==> src/sbe_pkg.sv <==
`timescale 1ns / 1ps
// ----------------------------------------------------------------------------
// sbe_pkg: shared types and constants of the branch execute stage
// Item structs for both channels, opcode codes, status codes and limits.
// ----------------------------------------------------------------------------
package sbe_pkg;

  typedef enum logic [1:0] {
    STATUS_OK        = 2'd0,
    STATUS_NOT_JUMP  = 2'd1,
    STATUS_POP_FAULT = 2'd2
  } status_e;

  // condition codes in opcode bits 4:3
  typedef enum logic [1:0] {
    COND_NZ = 2'd0,
    COND_Z  = 2'd1,
    COND_NC = 2'd2,
    COND_C  = 2'd3
  } cond_e;

  typedef enum logic [2:0] {
    KIND_NONE,
    KIND_JR,
    KIND_JP,
    KIND_JP_HL,
    KIND_CALL,
    KIND_RST,
    KIND_RET,
    KIND_RETI
  } kind_e;

  localparam logic [7:0] OP_JR      = 8'h18;
  localparam logic [7:0] OP_JP      = 8'hC3;
  localparam logic [7:0] OP_JP_HL   = 8'hE9;
  localparam logic [7:0] OP_CALL    = 8'hCD;
  localparam logic [7:0] OP_RET     = 8'hC9;
  localparam logic [7:0] OP_RETI    = 8'hD9;

  // conditional forms: opcode with bits 4:3 masked off
  localparam logic [7:0] CC_MASK    = 8'hE7;
  localparam logic [7:0] OP_JR_CC   = 8'h20;
  localparam logic [7:0] OP_JP_CC   = 8'hC2;
  localparam logic [7:0] OP_CALL_CC = 8'hC4;
  localparam logic [7:0] OP_RET_CC  = 8'hC0;

  localparam logic [7:0] RST_MASK   = 8'hC7;
  localparam logic [7:0] RST_VECTOR = 8'h38;

  localparam logic [15:0] POP_LIMIT = 16'hFFFE;
  localparam logic [15:0] SP_STEP   = 16'd2;

  typedef struct packed {
    logic [7:0]  opcode;
    logic [15:0] pc;
    logic [15:0] sp;
    logic [15:0] hl;
    logic [15:0] immediate;
    logic        zero_flag;
    logic        carry_flag;
    logic [15:0] stack_word;
  } in_item_t;

  typedef struct packed {
    logic [15:0] next_pc;
    logic [15:0] next_sp;
    logic        taken;
    logic        push_valid;
    logic [15:0] push_address;
    logic [15:0] push_word;
    logic        pop_used;
    logic        interrupt_enable;
    status_e     status;
  } out_item_t;

endpackage

==> src/sm83_branch_execute.sv <==
`timescale 1ns / 1ps
// Pipeline: each instruction passes the input register and then the result register.
// Throughput: one instruction per cycle while the sink is ready; the decode and 16-bit adds sit
//   between the two registers, and each register accepts while its held item transfers out.
// Reset: rst_ni clears both valid flags asynchronously; the data registers are not reset.
// ----------------------------------------------------------------------------
// sm83_branch_execute: control-transfer execute stage
// JR, JP, CALL, RET, RETI and RST with conditions, push and pop requests.
// ----------------------------------------------------------------------------
module sm83_branch_execute (
  input  logic               clk_i,
  input  logic               rst_ni,
  input  logic               in_valid_i,
  output logic               in_ready_o,
  input  sbe_pkg::in_item_t  in_data_i,
  output logic               out_valid_o,
  input  logic               out_ready_i,
  output sbe_pkg::out_item_t out_data_o
);

  logic               in_q_valid;
  logic               res_ready;
  sbe_pkg::in_item_t  in_q;
  sbe_pkg::out_item_t result;

  sbe_stage #(
    .item_t(sbe_pkg::in_item_t)
  ) u_in_stage (
    .clk_i  (clk_i),
    .rst_ni (rst_ni),
    .valid_i(in_valid_i),
    .ready_o(in_ready_o),
    .data_i (in_data_i),
    .valid_o(in_q_valid),
    .ready_i(res_ready),
    .data_o (in_q)
  );

  sbe_exec u_exec (
    .item_i  (in_q),
    .result_o(result)
  );

  sbe_stage #(
    .item_t(sbe_pkg::out_item_t)
  ) u_out_stage (
    .clk_i  (clk_i),
    .rst_ni (rst_ni),
    .valid_i(in_q_valid),
    .ready_o(res_ready),
    .data_i (result),
    .valid_o(out_valid_o),
    .ready_i(out_ready_i),
    .data_o (out_data_o)
  );

endmodule

==> src/sbe_stage.sv <==
`timescale 1ns / 1ps
// ----------------------------------------------------------------------------
// sbe_stage: valid/ready pipeline register
// Holds one item; loads a new one in the same cycle the held one transfers.
// ----------------------------------------------------------------------------
module sbe_stage #(
  parameter type item_t = logic
) (
  input  logic  clk_i,
  input  logic  rst_ni,
  input  logic  valid_i,
  output logic  ready_o,
  input  item_t data_i,
  output logic  valid_o,
  input  logic  ready_i,
  output item_t data_o
);

  logic  valid_q, valid_d;
  item_t data_q;
  logic  load;

  assign ready_o = !valid_q || ready_i;
  assign load    = valid_i && ready_o;
  assign valid_d = load ? 1'b1 : (valid_q && !ready_i);

  always_ff @(posedge clk_i or negedge rst_ni) begin
    if (!rst_ni) begin
      valid_q <= 1'b0;
    end else begin
      valid_q <= valid_d;
    end
  end

  always_ff @(posedge clk_i) begin
    if (load) begin
      data_q <= data_i;
    end
  end

  assign valid_o = valid_q;
  assign data_o  = data_q;

endmodule

==> src/sbe_exec.sv <==
`timescale 1ns / 1ps
// ----------------------------------------------------------------------------
// sbe_exec: control-transfer decode and execute
// Decodes the opcode, resolves the condition and forms PC, SP and push data.
// ----------------------------------------------------------------------------
module sbe_exec (
  input  sbe_pkg::in_item_t  item_i,
  output sbe_pkg::out_item_t result_o
);

  sbe_pkg::kind_e kind;
  logic           is_cond;
  logic           cond_ok;
  logic           go;
  logic [7:0]     op;
  logic [15:0]    jr_offset;
  logic [15:0]    sp_dec;
  logic [15:0]    sp_inc;

  assign op = item_i.opcode;

  always_comb begin
    is_cond = 1'b0;
    kind    = sbe_pkg::KIND_NONE;
    if (op == sbe_pkg::OP_JR) begin
      kind = sbe_pkg::KIND_JR;
    end else if ((op & sbe_pkg::CC_MASK) == sbe_pkg::OP_JR_CC) begin
      kind    = sbe_pkg::KIND_JR;
      is_cond = 1'b1;
    end else if (op == sbe_pkg::OP_JP) begin
      kind = sbe_pkg::KIND_JP;
    end else if ((op & sbe_pkg::CC_MASK) == sbe_pkg::OP_JP_CC) begin
      kind    = sbe_pkg::KIND_JP;
      is_cond = 1'b1;
    end else if (op == sbe_pkg::OP_JP_HL) begin
      kind = sbe_pkg::KIND_JP_HL;
    end else if (op == sbe_pkg::OP_CALL) begin
      kind = sbe_pkg::KIND_CALL;
    end else if ((op & sbe_pkg::CC_MASK) == sbe_pkg::OP_CALL_CC) begin
      kind    = sbe_pkg::KIND_CALL;
      is_cond = 1'b1;
    end else if (op == sbe_pkg::OP_RET) begin
      kind = sbe_pkg::KIND_RET;
    end else if ((op & sbe_pkg::CC_MASK) == sbe_pkg::OP_RET_CC) begin
      kind    = sbe_pkg::KIND_RET;
      is_cond = 1'b1;
    end else if (op == sbe_pkg::OP_RETI) begin
      kind = sbe_pkg::KIND_RETI;
    end else if ((op & sbe_pkg::RST_MASK) == sbe_pkg::RST_MASK) begin
      kind = sbe_pkg::KIND_RST;
    end
  end

  always_comb begin
    case (sbe_pkg::cond_e'(op[4:3]))
      sbe_pkg::COND_NZ: cond_ok = !item_i.zero_flag;
      sbe_pkg::COND_Z:  cond_ok = item_i.zero_flag;
      sbe_pkg::COND_NC: cond_ok = !item_i.carry_flag;
      sbe_pkg::COND_C:  cond_ok = item_i.carry_flag;
      default:          cond_ok = 1'b0;
    endcase
  end

  assign go        = (kind != sbe_pkg::KIND_NONE) && (!is_cond || cond_ok);
  assign jr_offset = {{8{item_i.immediate[7]}}, item_i.immediate[7:0]};
  assign sp_dec    = item_i.sp - sbe_pkg::SP_STEP;
  assign sp_inc    = item_i.sp + sbe_pkg::SP_STEP;

  always_comb begin
    result_o                  = '0;
    result_o.next_pc          = item_i.pc;
    result_o.next_sp          = item_i.sp;
    result_o.status           = sbe_pkg::STATUS_OK;
    if (kind == sbe_pkg::KIND_NONE) begin
      result_o.status = sbe_pkg::STATUS_NOT_JUMP;
    end else if (go) begin
      case (kind)
        sbe_pkg::KIND_JR: begin
          result_o.next_pc = item_i.pc + jr_offset;
          result_o.taken   = 1'b1;
        end
        sbe_pkg::KIND_JP: begin
          result_o.next_pc = item_i.immediate;
          result_o.taken   = 1'b1;
        end
        sbe_pkg::KIND_JP_HL: begin
          result_o.next_pc = item_i.hl;
          result_o.taken   = 1'b1;
        end
        sbe_pkg::KIND_CALL, sbe_pkg::KIND_RST: begin
          result_o.next_sp      = sp_dec;
          result_o.push_valid   = 1'b1;
          result_o.push_address = sp_dec;
          result_o.push_word    = item_i.pc;
          result_o.next_pc      = (kind == sbe_pkg::KIND_CALL) ? item_i.immediate
                                  : {8'h00, op & sbe_pkg::RST_VECTOR};
          result_o.taken        = 1'b1;
        end
        sbe_pkg::KIND_RET, sbe_pkg::KIND_RETI: begin
          // pop only when SP+2 stays inside the address space
          if (item_i.sp >= sbe_pkg::POP_LIMIT) begin
            result_o.status = sbe_pkg::STATUS_POP_FAULT;
          end else begin
            result_o.next_pc          = item_i.stack_word;
            result_o.next_sp          = sp_inc;
            result_o.pop_used         = 1'b1;
            result_o.interrupt_enable = (kind == sbe_pkg::KIND_RETI);
            result_o.taken            = 1'b1;
          end
        end
        default: begin
          result_o.status = sbe_pkg::STATUS_NOT_JUMP;
        end
      endcase
    end
  end

endmodule

==> config.mk <==
export PLATFORM = sky130hd
export DESIGN_NAME = sm83_branch_execute
export DESIGN_NICKNAME = d
export VERILOG_FILES = /design/src/sbe_pkg.sv /design/src/sm83_branch_execute.sv /design/src/sbe_stage.sv /design/src/sbe_exec.sv
export SDC_FILE = /design/constraint.sdc
export NUM_CORES = 1
export LEC_CHECK = 0
export BUFFER_PORTS_ARGS = -buffer_cell sky130_fd_sc_hd__buf_2
export CORE_ASPECT_RATIO = 0.5
export CORE_MARGIN = 3
export CORE_UTILIZATION = 49
export DETAILED_ROUTE_END_ITERATION = 10
export GPL_ROUTABILITY_DRIVEN = 0
export GPL_TIMING_DRIVEN = 0
export PLACE_DENSITY = 0.88
export SLEW_MARGIN = 5
export SYNTH_ARGS = -nofsm -noshare
export SYNTH_HDL_FRONTEND = slang
export SYNTH_HIERARCHICAL = 1
export SYNTH_SLANG_ARGS = --single-unit
export TNS_END_PERCENT = 30
==> constraint.sdc <==
create_clock -name clk_i -period 2.18 [get_ports clk_i]
set_input_delay 0.109 -clock clk_i [delete_from_list [all_inputs] [get_ports clk_i]]
set_output_delay 0.109 -clock clk_i [all_outputs]
set_load 0.05 [all_outputs]
==> results_dict.tcl <==
set metrics [dict create \
    drtPass1Iterations 7 \
    synth_edf_count 160 \
    synthesis.instances 553 \
    hold_path.class "in2async" \
    grt_antenna_before_repair 0 \
    chipHeight_um 93.4 \
    worstPathArrival_ns 2.85 \
    peakVddDrop_mv 0.584 \
    clk_path_buf_depth 2 \
    drv_slew 0 \
    path_cells "buf_4 -> ha_4 -> a21oi_1 -> nor3_1 -> or3_4 -> mux2i_2 -> o31a_1 -> o22ai_2" \
    final.period_utilization_pct 123 \
    synth_xor_area_share_pct 4.57 \
    power_density_nw_per_um2 732 \
    gr-total-overflow 0 \
    rsz0062_at_grt "yes" \
    synth-seq-area-share_pct 64.9 \
    first_global_vias 6670 \
    required_ns 2.35 \
    wl_met1_mm 9.97 \
    path_class "reg2reg" \
    synthFlopType "edfxtp_1" \
    async_flop_share_pct 1.23 \
    start_kind "flop" \
    syn2layout_area_growth_pct 55.0 \
    cp-end-kind "flop" \
    clk_latency_ns 0.42 \
    clock-sinks 162 \
    cts_tree "done" \
    syn-num-nets 665 \
    ios 166 \
    r2r_cells 8 \
    drtIter0Drc 1332 \
    synth_compound_area_share_pct 12.1 \
    violations "negative setup slack" \
    n_antenna_cell 0 \
    hold_viol 0 \
    port_buffers 165 \
    synth_area_per_cell_um2 13.5 \
    swShare_pct 29.9 \
    cts_buffers 17 \
    synth_warnings 6 \
    dieArea_um2 16900 \
    synth_top_family_by_area "compound AO/OA/AOI/OAI gates" \
    power.share.clock_pct 34.1 \
    core_um2 14700 \
    p_comb_share_pct 21.0 \
    grt_max_degree 91 \
    p_int_w 0.00594 \
    yosys.area_share.simple_pct 11.9 \
    wl_met3_mm 3.79 \
    cpPeakStageDelay_ns 0.55 \
    tightest_slew_ns 1.28 \
    slew_headroom_pct 14.8 \
    wl_mm 29.5 \
    syn_area_um2 7480 \
    num_vias 7230 \
    setup_violations 68 \
    wl_per_cell_um 26.3 \
    outcome "complete, but fails checks" \
    drive_gt1_share_pct 45.4 \
    grtUsageTotal_pct 29.6 \
    vias_per_cell 6.43 \
    synth_fa_ha_area_share_pct 3.11 \
    highest_layer "met4" \
    fp.dieW_um 181 \
    start_util_pct 50.9 \
    num_rows 31 \
    fill_cells 719 \
    ant_nets 0 \
    grt_pass1_wl_mm 38.1 \
    htreeDepth 4 \
    slowest_stage "edfxtp_1" \
    leakagePower_nw 4.60 \
    setup_ws_ns -0.503 \
    timing.max_cap.violations 0 \
    hpwl_mm 12.9 \
    pwr-share-seq_pct 44.9 \
    synthMuxAreaShare_pct 0.686 \
    clk_pin_slew_ns 0.07 \
    final.setup.tns_ns -17.51 \
    route.met2.wl_mm 13.7 \
    drc 0 \
    min_period_ns 2.68 \
    fin_util_pct 78.8 \
    p_sw_w 0.00254 \
    cts_root_buf "clkbuf_16" \
    crit_path_max_fanout 7 \
    ys_types 68 \
    finClkSkew_ns 0.0111 \
    max_clock_freq_mhz 373 \
    nets 1025 \
    yosys_register_bits 162 \
]
-- cell families (layout without fill, tap and decap cells) --
logic type / after synthesis / count (layout)
and+or+nand+nor: 157 / 157
DFF: 162 / 162
buffers and inverters: 43 / 415
AOI/OAI and AO/OA: 129 / 130
adders and majority gates: 18 / 18
xor gates and xnor gates: 39 / 39
muxes: 5 / 5
-- power groups by stage --
stage                     logic, W  clock network, W  registers, W
after floorplan           0.000504                 0       0.00418
after global placement     0.00115                 0       0.00384
after detailed placement   0.00118                 0       0.00385
after CTS                  0.00147           0.00280       0.00379
after global routing       0.00182           0.00304       0.00382
final                      0.00178           0.00290       0.00381
-- cell usage after synthesis, drive strengths merged (10+ instances only) --
cell type	instances	area share, %
nor2	35	1.8
o21ai	33	2.2
xnor2	28	3.3
xor2	11	1.3
nand2	36	1.9
a21oi	25	1.7
and3	17	1.4
buf	17	1.5
nand3	14	0.94
clkbuf	17	0.85
a22o	10	1.2
ha	17	2.8
a222oi	14	1.9
edfxtp	160	64
nor3	14	1.1
-- per-stage QoR --
step	setup WS [ns]	power, W	instances	cell area, um^2	hold slack [ns]
2_1_floorplan	-0.154	0.00469	553	7510	-0.187
3_3_place_gp	-0.694	0.00499	916	8580	-0.107
3_5_place_dp	-0.732	0.00503	916	8580	-0.103
4_1_cts	-0.243	0.00806	1090	10900	0.00251
5_1_grt	-0.493	0.00868	1124	11600	0.00886
6_report	-0.503	0.00849	1124	11600	0.0166
-- cell usage in the layout, fill, tap and decap left out, drive strengths merged, types with 3 or more instances in the layout --
master / instances
a211oi: 4
a21o: 9
a21oi: 25
a222oi: 14
a22o: 10
a31oi: 7
and2: 4
and3: 17
buf: 272
clkbuf: 28
clkinv: 9
dlygate4sd3: 93
edfxtp: 160
ha: 17
inv: 11
mux2i: 4
nand2: 36
nand2b: 8
nand3: 14
nand4: 7
nor2: 35
nor3: 14
nor3b: 4
nor4: 4
o211ai: 5
o21a: 4
o21ai: 33
o221ai: 3
or3: 4
or4: 3
xnor2: 28
xor2: 11
-- area by class of cell --
class                           instances  area [um^2]  share of cell area (%)
Buffer                                 27          312                    2.69
Clock buffer                           19          433                    3.73
Clock inverter                         13          111                   0.961
Inverter                                9         33.8                   0.291
Multi-Input combinational cell        349         3000                    25.9
Sequential cell                       162         4850                    41.9
Tap cell                              198          248                    2.14
Timing Repair Buffer                  347         2600                    22.4
-- worst max-delay path: cells and delay by family (launching register included) --
family / cells / cell delay [ns]
buffers and inverters: 1 / 0.22
AOI/OAI and AO/OA: 3 / 0.60
adders and majority gates: 1 / 0.26
and+or+nand+nor: 2 / 0.55
muxes: 1 / 0.25
DFF: 1 / 0.55
-- metal layers --
metal / GRT usage, % / up-vias
li1: - / 2856
met5: 0 / -
met4: 13.7 / 0
met3: 7.65 / 243
met2: 50.4 / 783
met1: 35.8 / 3348
-- timing repair --
action | in CTS | in global routing
endpoints found under the setup margin | 68 | 68
hold buffers | 93 | 0
hold endpoints to repair | 94 | 0
pin swaps | 40 | 44
gates resized for setup | 109 | 89
buffers inserted | 54 | 33
gates cloned | 2 | 4
-- sequential cells by signal, indices dropped and copies added, names as in the netlist --
signal	cells
u_in_stage/data_o	90
u_in_stage/valid_o	1
u_out_stage/data_o	70
u_out_stage/valid_o	1
-- path summary, 6_finish.rpt --
kind / startpoint / to / slack [ns]
setup / recovery: u_in_stage/data_o[25] / u_out_stage/data_o[69] / -0.50
hold / removal: rst_ni / u_out_stage/valid_o / 0.02
setup reg to reg: u_in_stage/data_o[25] / u_out_stage/data_o[69] / -0.50
hold reg to reg: u_in_stage/valid_o / u_out_stage/valid_o / 0.56
max in group asynchronous: rst_ni / u_in_stage/valid_o / 2.06
min in group clk_i: in_data_i[63] / u_in_stage/data_o[63] / 0.40
No activity file was read; power rests on OpenSTA's default activity.
